**src/sv/dcm_pkg.sv**
```systemverilog
// shared types, codes and constants of the door clutch and motor sequencer
`default_nettype none

package dcm_pkg;

    localparam int SAMPLE_BITS_DEF = 12;
    localparam int POS_BITS        = 12;
    localparam int ANGLE_BITS      = 9;
    localparam int CFG_INDEX_BITS  = 1;
    localparam int CFG_DATA_BITS   = 8;
    localparam int IN_DATA_BITS    = 16;
    localparam int OUT_DATA_BITS   = 40;

    localparam logic [11:0] SERVO_STOP     = 12'd1500;
    localparam logic [11:0] SERVO_SWING    = 12'd1000;
    localparam logic [7:0]  DUTY_STOP      = 8'd255;
    localparam logic [7:0]  DUTY_FULL_SET  = 8'd255;
    localparam logic [7:0]  DUTY_SLOW_SET  = 8'd170;
    localparam logic [8:0]  ANGLE_SPAN     = 9'd270;
    localparam logic [7:0]  OPEN_ANGLE_RST  = 8'd238;
    localparam logic [7:0]  CLOSE_ANGLE_RST = 8'd118;

    localparam logic [CFG_INDEX_BITS-1:0] REG_OPEN_ANGLE  = 1'd0;
    localparam logic [CFG_INDEX_BITS-1:0] REG_CLOSE_ANGLE = 1'd1;

    localparam logic [1:0] MODE_OPEN  = 2'd1;
    localparam logic [1:0] MODE_CLOSE = 2'd2;

    // clutch sequencer phases
    localparam logic [1:0] CL_IDLE  = 2'd0;
    localparam logic [1:0] CL_START = 2'd1;
    localparam logic [1:0] CL_WAIT  = 2'd2;

    // door sequencer phases
    localparam logic [2:0] DR_IDLE   = 3'd0;
    localparam logic [2:0] DR_START  = 3'd1;
    localparam logic [2:0] DR_ENGAGE = 3'd2;
    localparam logic [2:0] DR_DRIVE  = 3'd3;
    localparam logic [2:0] DR_STOP   = 3'd4;

    localparam logic [1:0] DOOR_UNKNOWN = 2'd0;
    localparam logic [1:0] DOOR_OPENED  = 2'd1;
    localparam logic [1:0] DOOR_CLOSED  = 2'd2;

    typedef enum logic [2:0] {
        CMD_NONE      = 3'd0,
        CMD_ENGAGE    = 3'd1,
        CMD_DISENGAGE = 3'd2,
        CMD_OPEN      = 3'd3,
        CMD_CLOSE     = 3'd4,
        CMD_STARTUP   = 3'd5
    } cmd_t;

    typedef struct packed {
        cmd_t        pending;
        logic [1:0]  engage_phase;
        logic [1:0]  disengage_phase;
        logic [2:0]  open_phase;
        logic [2:0]  close_phase;
        logic        clutch;
        logic [1:0]  door;
        logic        busy;
        logic [11:0] servo;
        logic [7:0]  duty;
        logic        dir;
    } seq_state_t;

    // packed from the top bit down, so the sample lands in the low bits
    typedef struct packed {
        logic [1:0]          mode;
        logic                engaged_switch;
        logic                disengaged_switch;
        logic [POS_BITS-1:0] position_sample;
    } in_item_t;

    typedef struct packed {
        logic [ANGLE_BITS-1:0] door_angle;
        logic                  busy_res;
        logic [1:0]            door_state;
        logic                  clutch_engaged;
        logic                  motor_dir;
        logic [7:0]            motor_duty;
        logic [11:0]           servo_pulse_us;
    } out_item_t;

    typedef struct packed {
        logic [7:0] open_angle;
        logic [7:0] close_angle;
    } cfg_t;

endpackage

`default_nettype wire

```
**src/sv/dcm_cfg.sv**
```systemverilog
// configuration registers for the open and close angle thresholds
`default_nettype none

module dcm_cfg (
    input  wire logic                                 clk,
    input  wire logic                                 rst_n,
    input  wire logic                                 cfg_valid,
    output logic                                      cfg_ready,
    input  wire logic [dcm_pkg::CFG_INDEX_BITS-1:0]   cfg_index,
    input  wire logic [dcm_pkg::CFG_DATA_BITS-1:0]    cfg_data,
    output dcm_pkg::cfg_t                             cfg
);
    import dcm_pkg::*;

    cfg_t cfg_reg;

    assign cfg_ready = 1'b1;
    assign cfg       = cfg_reg;

    always_ff @(posedge clk or negedge rst_n)
    begin
        if (!rst_n)
        begin
            cfg_reg.open_angle  <= OPEN_ANGLE_RST;
            cfg_reg.close_angle <= CLOSE_ANGLE_RST;
        end
        else if (cfg_valid)
        begin
            case (cfg_index)
                REG_OPEN_ANGLE:  cfg_reg.open_angle  <= cfg_data;
                REG_CLOSE_ANGLE: cfg_reg.close_angle <= cfg_data;
                default:         cfg_reg <= cfg_reg;
            endcase
        end
    end

endmodule

`default_nettype wire

```
**src/sv/dcm_step.sv**
```systemverilog
// one tick of the sequencer: angle, command checks and the four sequencers
`default_nettype none

module dcm_step #(
    parameter int SAMPLE_BITS = dcm_pkg::SAMPLE_BITS_DEF
) (
    input  dcm_pkg::in_item_t   item,
    input  dcm_pkg::cfg_t       cfg,
    input  dcm_pkg::seq_state_t state_cur,
    output dcm_pkg::seq_state_t state_next,
    output dcm_pkg::out_item_t  result
);
    import dcm_pkg::*;

    localparam int PROD_BITS = SAMPLE_BITS + 10;

    logic [SAMPLE_BITS-1:0] sample;
    logic [SAMPLE_BITS:0]   diff;
    logic [PROD_BITS-1:0]   prod;
    logic [ANGLE_BITS-1:0]  angle;
    logic                   open_reached;
    logic                   close_reached;
    seq_state_t             s;

    // low sample bits only, zero extended when the field is narrower
    assign sample = SAMPLE_BITS'(item.position_sample);
    assign diff   = {1'b1, {SAMPLE_BITS{1'b0}}} - {1'b0, sample};
    assign prod   = PROD_BITS'(diff) * PROD_BITS'(ANGLE_SPAN);
    assign angle  = prod[SAMPLE_BITS +: ANGLE_BITS];

    assign open_reached  = angle >= {1'b0, cfg.open_angle};
    assign close_reached = angle <= {1'b0, cfg.close_angle};

    always_comb
    begin
        s = state_cur;

        if (s.pending == CMD_STARTUP)
        begin
            if (!item.disengaged_switch)
            begin
                s.pending = CMD_DISENGAGE;
            end
            else
            begin
                s.pending = CMD_NONE;
                s.clutch  = 1'b0;
            end
        end
        if (item.mode == MODE_OPEN)
        begin
            s.pending = CMD_OPEN;
        end
        else if (item.mode == MODE_CLOSE)
        begin
            s.pending = CMD_CLOSE;
        end

        // command checks, each may consume the pending command
        if (s.pending == CMD_ENGAGE && !s.clutch)
        begin
            s.engage_phase = CL_START;
            s.pending      = CMD_NONE;
        end
        if (s.pending == CMD_DISENGAGE && s.clutch)
        begin
            s.disengage_phase = CL_START;
            s.pending         = CMD_NONE;
        end
        if (s.pending == CMD_OPEN && !s.busy)
        begin
            s.open_phase = DR_START;
            s.pending    = CMD_NONE;
            s.busy       = 1'b1;
        end
        if (s.pending == CMD_CLOSE && !s.busy)
        begin
            s.close_phase = DR_START;
            s.pending     = CMD_NONE;
            s.busy        = 1'b1;
        end

        // clutch engage
        if (!item.engaged_switch && s.engage_phase == CL_START)
        begin
            s.engage_phase = CL_WAIT;
            s.servo        = SERVO_STOP - SERVO_SWING;
        end
        else if (item.engaged_switch && s.engage_phase == CL_WAIT)
        begin
            s.engage_phase = CL_IDLE;
            s.servo        = SERVO_STOP;
            s.clutch       = 1'b1;
        end

        // clutch disengage
        if (!item.disengaged_switch && s.disengage_phase == CL_START)
        begin
            s.disengage_phase = CL_WAIT;
            s.servo           = SERVO_STOP + SERVO_SWING;
        end
        else if (item.disengaged_switch && s.disengage_phase == CL_WAIT)
        begin
            s.disengage_phase = CL_IDLE;
            s.servo           = SERVO_STOP;
            s.clutch          = 1'b0;
        end

        // open
        if (s.open_phase == DR_START)
        begin
            s.pending    = CMD_ENGAGE;
            s.open_phase = DR_ENGAGE;
            s.duty       = DUTY_STOP - DUTY_SLOW_SET;
            s.dir        = 1'b1;
        end
        else if (s.open_phase == DR_ENGAGE && s.clutch)
        begin
            s.open_phase = DR_DRIVE;
            s.duty       = DUTY_STOP - DUTY_FULL_SET;
            s.dir        = 1'b1;
        end
        else if (open_reached && s.open_phase == DR_DRIVE)
        begin
            s.open_phase = DR_STOP;
            s.duty       = DUTY_STOP;
        end
        else if (s.open_phase == DR_STOP)
        begin
            s.pending    = CMD_DISENGAGE;
            s.open_phase = DR_IDLE;
            s.door       = DOOR_OPENED;
            s.busy       = 1'b0;
        end

        // close
        if (s.close_phase == DR_START)
        begin
            s.pending     = CMD_ENGAGE;
            s.close_phase = DR_ENGAGE;
            s.duty        = DUTY_STOP - DUTY_SLOW_SET;
            s.dir         = 1'b0;
        end
        else if (s.close_phase == DR_ENGAGE && s.clutch)
        begin
            s.close_phase = DR_DRIVE;
            s.duty        = DUTY_STOP - DUTY_FULL_SET;
            s.dir         = 1'b0;
        end
        else if (close_reached && s.close_phase == DR_DRIVE)
        begin
            s.close_phase = DR_STOP;
            s.duty        = DUTY_STOP;
        end
        else if (s.close_phase == DR_STOP)
        begin
            s.pending     = CMD_DISENGAGE;
            s.close_phase = DR_IDLE;
            s.door        = DOOR_CLOSED;
            s.busy        = 1'b0;
        end

        state_next = s;

        result.servo_pulse_us = s.servo;
        result.motor_duty     = s.duty;
        result.motor_dir      = s.dir;
        result.clutch_engaged = s.clutch;
        result.door_state     = s.door;
        result.busy_res       = s.busy;
        result.door_angle     = angle;
    end

endmodule

`default_nettype wire

```
**src/sv/door_clutch_motor_sequencer.sv**
```systemverilog
// top level of the door clutch and motor sequencer
//
// channel   dir  handshake            payload
// s_axis    in   s_tvalid/s_tready    one tick: sample, end switches, command
// m_axis    out  m_tvalid/m_tready    one result: drives, flags, angle
// cfg       in   cfg_valid/cfg_ready  register index and data, always ready
//
// one beat per cycle sustained while m_tready holds; a beat reaches its result through
// the input register, then the tick logic feeding the result register
// the tick logic is one constant multiply for the angle plus the sequencer state updates
// reset clears the sequencer to startup; the first tick resolves the clutch
// a stalled result holds; one further beat waits in the input register
`default_nettype none

module door_clutch_motor_sequencer #(
    parameter int SAMPLE_BITS = dcm_pkg::SAMPLE_BITS_DEF
) (
    input  wire logic                                clk,
    input  wire logic                                rst_n,
    input  wire logic                                s_tvalid,
    output logic                                     s_tready,
    // position_sample[11:0], disengaged_switch[12], engaged_switch[13], mode[15:14]
    input  wire logic [dcm_pkg::IN_DATA_BITS-1:0]    s_tdata,
    output logic                                     m_tvalid,
    input  wire logic                                m_tready,
    // servo_pulse_us[11:0], motor_duty[19:12], motor_dir[20], clutch_engaged[21],
    // door_state[23:22], busy_res[24], door_angle[33:25], zero fill[39:34]
    output logic [dcm_pkg::OUT_DATA_BITS-1:0]        m_tdata,
    input  wire logic                                cfg_valid,
    output logic                                     cfg_ready,
    input  wire logic [dcm_pkg::CFG_INDEX_BITS-1:0]  cfg_index,
    input  wire logic [dcm_pkg::CFG_DATA_BITS-1:0]   cfg_data
);
    import dcm_pkg::*;

    cfg_t       cfg;
    in_item_t   in_item_reg;
    logic       in_valid_reg;
    out_item_t  result_reg;
    out_item_t  result_next;
    logic       out_valid_reg;
    seq_state_t state_reg;
    seq_state_t state_next;
    logic       advance;

    dcm_cfg u_cfg (
        .clk       (clk),
        .rst_n     (rst_n),
        .cfg_valid (cfg_valid),
        .cfg_ready (cfg_ready),
        .cfg_index (cfg_index),
        .cfg_data  (cfg_data),
        .cfg       (cfg)
    );

    dcm_step #(
        .SAMPLE_BITS (SAMPLE_BITS)
    ) u_step (
        .item       (in_item_reg),
        .cfg        (cfg),
        .state_cur  (state_reg),
        .state_next (state_next),
        .result     (result_next)
    );

    assign advance  = in_valid_reg && (!out_valid_reg || m_tready);
    assign s_tready = !in_valid_reg || advance;
    assign m_tvalid = out_valid_reg;
    assign m_tdata  = {{(OUT_DATA_BITS - $bits(out_item_t)){1'b0}}, result_reg};

    always_ff @(posedge clk or negedge rst_n)
    begin
        if (!rst_n)
        begin
            in_valid_reg  <= 1'b0;
            out_valid_reg <= 1'b0;
        end
        else
        begin
            if (s_tready)
            begin
                in_valid_reg <= s_tvalid;
            end
            if (advance)
            begin
                out_valid_reg <= 1'b1;
            end
            else if (m_tready)
            begin
                out_valid_reg <= 1'b0;
            end
        end
    end

    always_ff @(posedge clk)
    begin
        if (s_tvalid && s_tready)
        begin
            in_item_reg <= in_item_t'(s_tdata);
        end
        if (advance)
        begin
            result_reg <= result_next;
        end
    end

    always_ff @(posedge clk or negedge rst_n)
    begin
        if (!rst_n)
        begin
            state_reg.pending         <= CMD_STARTUP;
            state_reg.engage_phase    <= CL_IDLE;
            state_reg.disengage_phase <= CL_IDLE;
            state_reg.open_phase      <= DR_IDLE;
            state_reg.close_phase     <= DR_IDLE;
            state_reg.clutch          <= 1'b1;
            state_reg.door            <= DOOR_UNKNOWN;
            state_reg.busy            <= 1'b0;
            state_reg.servo           <= SERVO_STOP;
            state_reg.duty            <= DUTY_STOP;
            state_reg.dir             <= 1'b0;
        end
        else if (advance)
        begin
            state_reg <= state_next;
        end
    end

    // busy exactly while a door sequence is running
    assert property (@(posedge clk) disable iff (!rst_n)
        state_reg.busy == ((state_reg.open_phase != DR_IDLE) ||
                           (state_reg.close_phase != DR_IDLE)))
        else $error("busy flag out of step with door phases");

    // only one door sequence at a time
    assert property (@(posedge clk) disable iff (!rst_n)
        !((state_reg.open_phase != DR_IDLE) && (state_reg.close_phase != DR_IDLE)))
        else $error("open and close sequences overlap");

    // state moves only when a tick is processed
    assert property (@(posedge clk) disable iff (!rst_n)
        !advance |=> $stable(state_reg))
        else $error("sequencer state changed without a tick");

    // an empty result stage never holds off the input side
    assert property (@(posedge clk) disable iff (!rst_n)
        !out_valid_reg |-> s_tready)
        else $error("input stalled with empty result stage");

endmodule

`default_nettype wire
```
**config.mk**
```make
export PLATFORM = sky130hd
export DESIGN_NAME = door_clutch_motor_sequencer
export DESIGN_NICKNAME = d
export VERILOG_FILES = /design/src/sv/dcm_pkg.sv /design/src/sv/dcm_cfg.sv /design/src/sv/dcm_step.sv /design/src/sv/door_clutch_motor_sequencer.sv
export SDC_FILE = /design/constraint.sdc
export NUM_CORES = 1
export LEC_CHECK = 0
export BUFFER_PORTS_ARGS = -buffer_cell sky130_fd_sc_hd__buf_2
export CORE_ASPECT_RATIO = 0.6
export CORE_MARGIN = 2
export CORE_UTILIZATION = 42
export DETAILED_ROUTE_END_ITERATION = 10
export GPL_TIMING_DRIVEN = 0
export PLACE_DENSITY = 0.7
export SKIP_CTS_REPAIR_TIMING = 1
export SLEW_MARGIN = 30
export SYNTH_ARGS = -nofsm -noshare
export SYNTH_HDL_FRONTEND = slang
export SYNTH_HIERARCHICAL = 1
export SYNTH_SLANG_ARGS = --single-unit
```
**constraint.sdc**
```tcl
create_clock -name clk -period 18.5 [get_ports clk]
set_clock_uncertainty 0.2 [all_clocks]
set_input_delay 1.85 -clock clk [delete_from_list [all_inputs] [get_ports clk]]
set_output_delay 1.85 -clock clk [all_outputs]
set_load 0.02 [all_outputs]
```
Word-level counts from Yosys, hierarchy flattened
Cells that the tools add are included.
{"block": "word_totals", "reg_bits": 106, "in_bits": 30, "out_inout_bits": 43, "elab_cells": 137}
{"block": "classes", "add_sub_neg": 1, "multipliers": 1, "n_lt_le_gt_ge": 2, "eq_ne": 19, "muxes": 61, "n_bitwise": 1, "n_reduce_logical": 26}
{"cell": "$mux W3", "count": 32}
{"cell": "$mux W12", "count": 4}
{"cell": "$mux W8", "count": 4}
{"cell": "$mul A13 B8 Y20 const B", "count": 1}
{"cell": "$eq A3 B2 Y1 const B", "count": 6}
{"cell": "$mux W9", "count": 2}
{"cell": "$logic_and A1 B1 Y1", "count": 14}
{"cell": "$sub A13 B12 Y13 const A", "count": 1}
{"cell": "$eq A3 B3 Y1 const B", "count": 4}
{"cell": "$mux W1", "count": 12}
{"cell": "$mux W2", "count": 6}
{"cell": "$eq A3 B1 Y1 const B", "count": 3}
{"cell": "$ge A9 B8 Y1", "count": 1}
{"cell": "$le A9 B8 Y1", "count": 1}
{"cell": "$logic_not A1 Y1", "count": 7}
{"cell": "$eq A2 B1 Y1 const B", "count": 3}
{"cell": "$eq A2 B2 Y1 const B", "count": 3}
{"cell": "$mux W5", "count": 1}
{"cell": "$reduce_and A2 Y1", "count": 2}
{"cell": "$logic_or A1 B1 Y1", "count": 2}
{"cell": "$reduce_bool A2 Y1", "count": 1}
{"cell": "$not A1 Y1", "count": 1}

Longest topological paths before layout
{"block": "logic_depth", "word_depth": 24, "mapped_depth": 29, "depth_no_buf": 28}

Modules after synthesis
The synthesis kept the hierarchy.
{"mod": "dcm_step", "n_inst": 1, "cells_per_inst": 436, "area_each_um2": 3184.3, "seq_area_each_um2": 0.0}
{"mod": "door_clutch_motor_sequencer", "n_inst": 1, "cells_per_inst": 146, "area_each_um2": 3121.7, "seq_area_each_um2": 2524.9}
{"mod": "dcm_cfg", "n_inst": 1, "cells_per_inst": 37, "area_each_um2": 666.9, "seq_area_each_um2": 414.1}

Least setup slack after synthesis
Ideal clock, no wire load.
{"block": "synth_timing", "kind": "register -> register", "startpoint": "register in_item_reg[2] (netlist name)", "endpoint": "register state_reg[26] (netlist name)", "setup_time_ns": 0.125, "t_arrival_ns": 5.957, "required_time_ns": 18.175, "slack_ns": 12.218, "stages_incl_launch_ff": 26, "path_buffers": 0, "synth_period_minus_slack_ns": 6.282, "path_cell_list": "edfxtp_1 -> nor4_4 -> nor4b_1 -> xnor2_1 -> ha_1 -> fa_1 -> inv_1 -> fa_1 -> inv_1 -> ha_1 -> and4_1 -> o21ai_0 -> nand2_1 -> nor2_1 -> nor2b_1 -> o21ai_0 -> a221oi_1 -> ha_1 -> a21oi_1 -> o221ai_1 -> a21oi_1 -> o21ai_0 -> a21oi_1 -> nand2_2 -> a31o_2 -> mux2_4"}
{"item": "from (decl)", "line_no": "door_clutch_motor_sequencer.sv:37", "source": "in_item_t in_item_reg;"}
{"item": "from (signal assigned)", "line_no": "door_clutch_motor_sequencer.sv:99", "source": "in_item_reg <= in_item_t'(s_tdata);"}
{"item": "to (signal assigned)", "line_no": "door_clutch_motor_sequencer.sv:125", "source": "state_reg <= state_next;"}
{"item": "to (decl)", "line_no": "door_clutch_motor_sequencer.sv:42", "source": "seq_state_t state_reg;"}

==> metrics <==
outcome complete, no violations; DRT antenna net count 0; initial antenna violation count 0; final setup fails 0; Tightest Pin Transition 0.773 ns; Buffers on Ports 65; Via density 5.06; Initial Utilization 0.430; area of placed instances 0.00761 mm²; slowest cell delay on critical path 0.61 ns; Worst R2R Path Depth 25; syn_area_per_cell 11.3 µm²; largest delay contributor family on the critical path adder cells; CTS sink cnt 106; Wirelength per Cell 14.9 µm; Final Wtd Congestion 0.813; Global Route Usage Sum 0.161; Net Switching 0.000427 W; grt total ovfl 0; async set-reset flop share out of synthesis 0.528; CP required 18.54 ns; Max VDD drop 0.0635 mV; Max-Cap Viols 0; setup TNS 0 ns; PwrDens 143 mW/mm²; EDFF count, synth 50; Max Clk Rate 0.138 GHz; RSZ-0062 raised after global routing no; Worst-path clk slew 0.08 ns; combinational power share 0.476; final WL 13700 µm; Pint 0.000707 W; Synth Register Bits 106; Vias 4631; CP max stage cell nor4b_1; CP Launch Type flop; flip-flop count of the largest register after layout 38; Inserted Diodes 0; cts bufs inserted 9; FILL cells 1478; post-route cell area 0.00793 mm²; highest routed layer met4; CP endpoint kind flop; met3 routed WL 852 µm; WP buf/inv 2; core area 0.0162 mm²; die width 170 µm; CTS tree built; synthesized instance count 619; Total Nets Final 805; Yosys warning count 6; Max-slew headroom 0.484; vias in the first global route 4398; Yosys cell types 74; Clock H-tree levels 3; Die ar. 0.0177 mm²; Primary FF master, synth edfxtp_1; first-pass GRT wire length 22600 µm; Min-Delay Path Class reg -> reg; row cnt 36; met1 wire length 7720 µm; register share of total power 0.344; hold path depth 1; later-pin clock latency in the skew report 0.35 ns; P_leak 3.65 nW; Ports 73; Switching Share 0.377; Tmin final 7.24 ns; crit path DAT 7.28 ns; CP max FO 7; share of layout cells above drive strength 1 0.320; synthesis-to-layout area growth 13.7%; drt first pass iters 5; largest net degree at the start of global routing 57; Residual DRC 0; final hold violation count 0; fin. max-slew vios 0; Starting DRT DRC Count 327; HPWL Detailed 10500 µm; CTS root buf clkbuf_16; Clk pwr share 0.180; kind of critical path reg -> reg; die height 104 µm; Bufs on Longest Clock Path 2; met2 wire length 5000 µm; sequential share of the synthesized area 0.421; Post-Syn Area 0.00697 mm²; CP Depth 25; period utilization 0.391
per-layer routing:
layer / global-route usage / up-vias
met5: 0 / -
met3: 0.0363 / 11
met2: 0.205 / 144
met4: 0.0330 / 0
li1: - / 2297
met1: 0.268 / 2179
cell families (layout without fill, tap and decap cells):
logic type / count (synthesis) / after routing / synth area share
xor gates and xnor gates: 27 / 27 / 0.0350
muxes: 54 / 54 / 0.0964
DFF: 106 / 106 / 0.421
adders and majority gates: 76 / 76 / 0.154
and+or+nand+nor: 158 / 158 / 0.120
AOI/OAI and AO/OA: 86 / 86 / 0.0908
other: 2 / 7 / 0.00108
buffers and inverters: 110 / 192 / 0.0815
power groups by stage:
stage	logic, W	clock network (W)	registers [W]
2_1_floorplan	0.000389	0	0.000414
3_3_place_gp	0.000525	0	0.000392
3_5_place_dp	0.000536	0	0.000393
4_1_cts	0.000540	0.000210	0.000389
5_1_grt	0.000609	0.000219	0.000399
6_report	0.000540	0.000204	0.000390
cell type report:
type	count	area, µm²	area share
Multi-Input combinational cell	408	3480	0.439
Sequential cell	106	2940	0.371
Timing Repair Buffer	66	355	0.0448
Buffer	41	304	0.0383
Inverter	69	264	0.0333
Tap cell	209	262	0.0330
Clock buffer	9	225	0.0284
Clock inverter	7	95.1	0.0120
synthesized netlist by cell type, types with 5 or more instances:
library cell	count	share of area
nand3_1	22	0.016
and2_1	5	0.0045
nor2_1	32	0.017
dfrtp_1	27	0.097
o21ai_0	18	0.013
inv_1	68	0.037
fa_1	17	0.049
edfxtp_1	50	0.22
nand2_1	44	0.024
nand2b_1	8	0.0072
nor3_1	6	0.0043
dfstp_2	29	0.11
mux2_4	17	0.037
xnor2_1	12	0.015
mux2_2	37	0.060
a21oi_1	19	0.014
xor2_1	14	0.018
nor2b_1	7	0.0063
or3_1	5	0.0045
a21o_1	5	0.0054
buf_4	32	0.034
ha_1	57	0.10
placed cells by master, fill, tap and decap left out, types with 4 or more instances in the layout:
cell type  instances
a21boi_0           4
a21o_1             5
a21oi_1           19
a31o_2             4
and2_1             5
buf_2             67
buf_4             33
clkbuf_16          9
conb_1             7
dfrtp_1           27
dfstp_2           29
edfxtp_1          50
fa_1              17
ha_1              57
inv_1             67
mux2_2            37
mux2_4            17
nand2_1           44
nand2b_1           8
nand3_1           22
nor2_1            32
nor2b_1            7
nor3_1             6
nor3b_1            4
o21ai_0           18
o22a_1             4
or3_1              5
xnor2_1           12
xor2_1            14
worst paths after layout:
check	startpoint	to	slack, ns
min in group asynchronous	rst_n	state_reg[27]	1.37
worst min register to register	state_reg[10]	state_reg[10]	0.30
max in group asynchronous	rst_n	state_reg[33]	16.25
worst max register to register	in_item_reg[2]	state_reg[26]	11.26
worst max-delay path	in_item_reg[2]	state_reg[26]	11.26
worst min-delay path	state_reg[10]	state_reg[10]	0.30
through the flow:
stage | worst slack, ns | utilization | cells | hold slack (ns) | total power (W)
after global routing | 10.69 | 0.489 | 915 | 0.323 | 0.00123
after detailed placement | 11.29 | 0.469 | 899 | 0.286 | 0.000930
after CTS | 11.28 | 0.489 | 915 | 0.304 | 0.00114
final | 11.26 | 0.489 | 915 | 0.302 | 0.00113
after global placement | 11.36 | 0.467 | 898 | 0.280 | 0.000917
after floorplan | 12.22 | - | 624 | 0.271 | 0.000803
No activity file was read; power rests on OpenSTA's default activity.
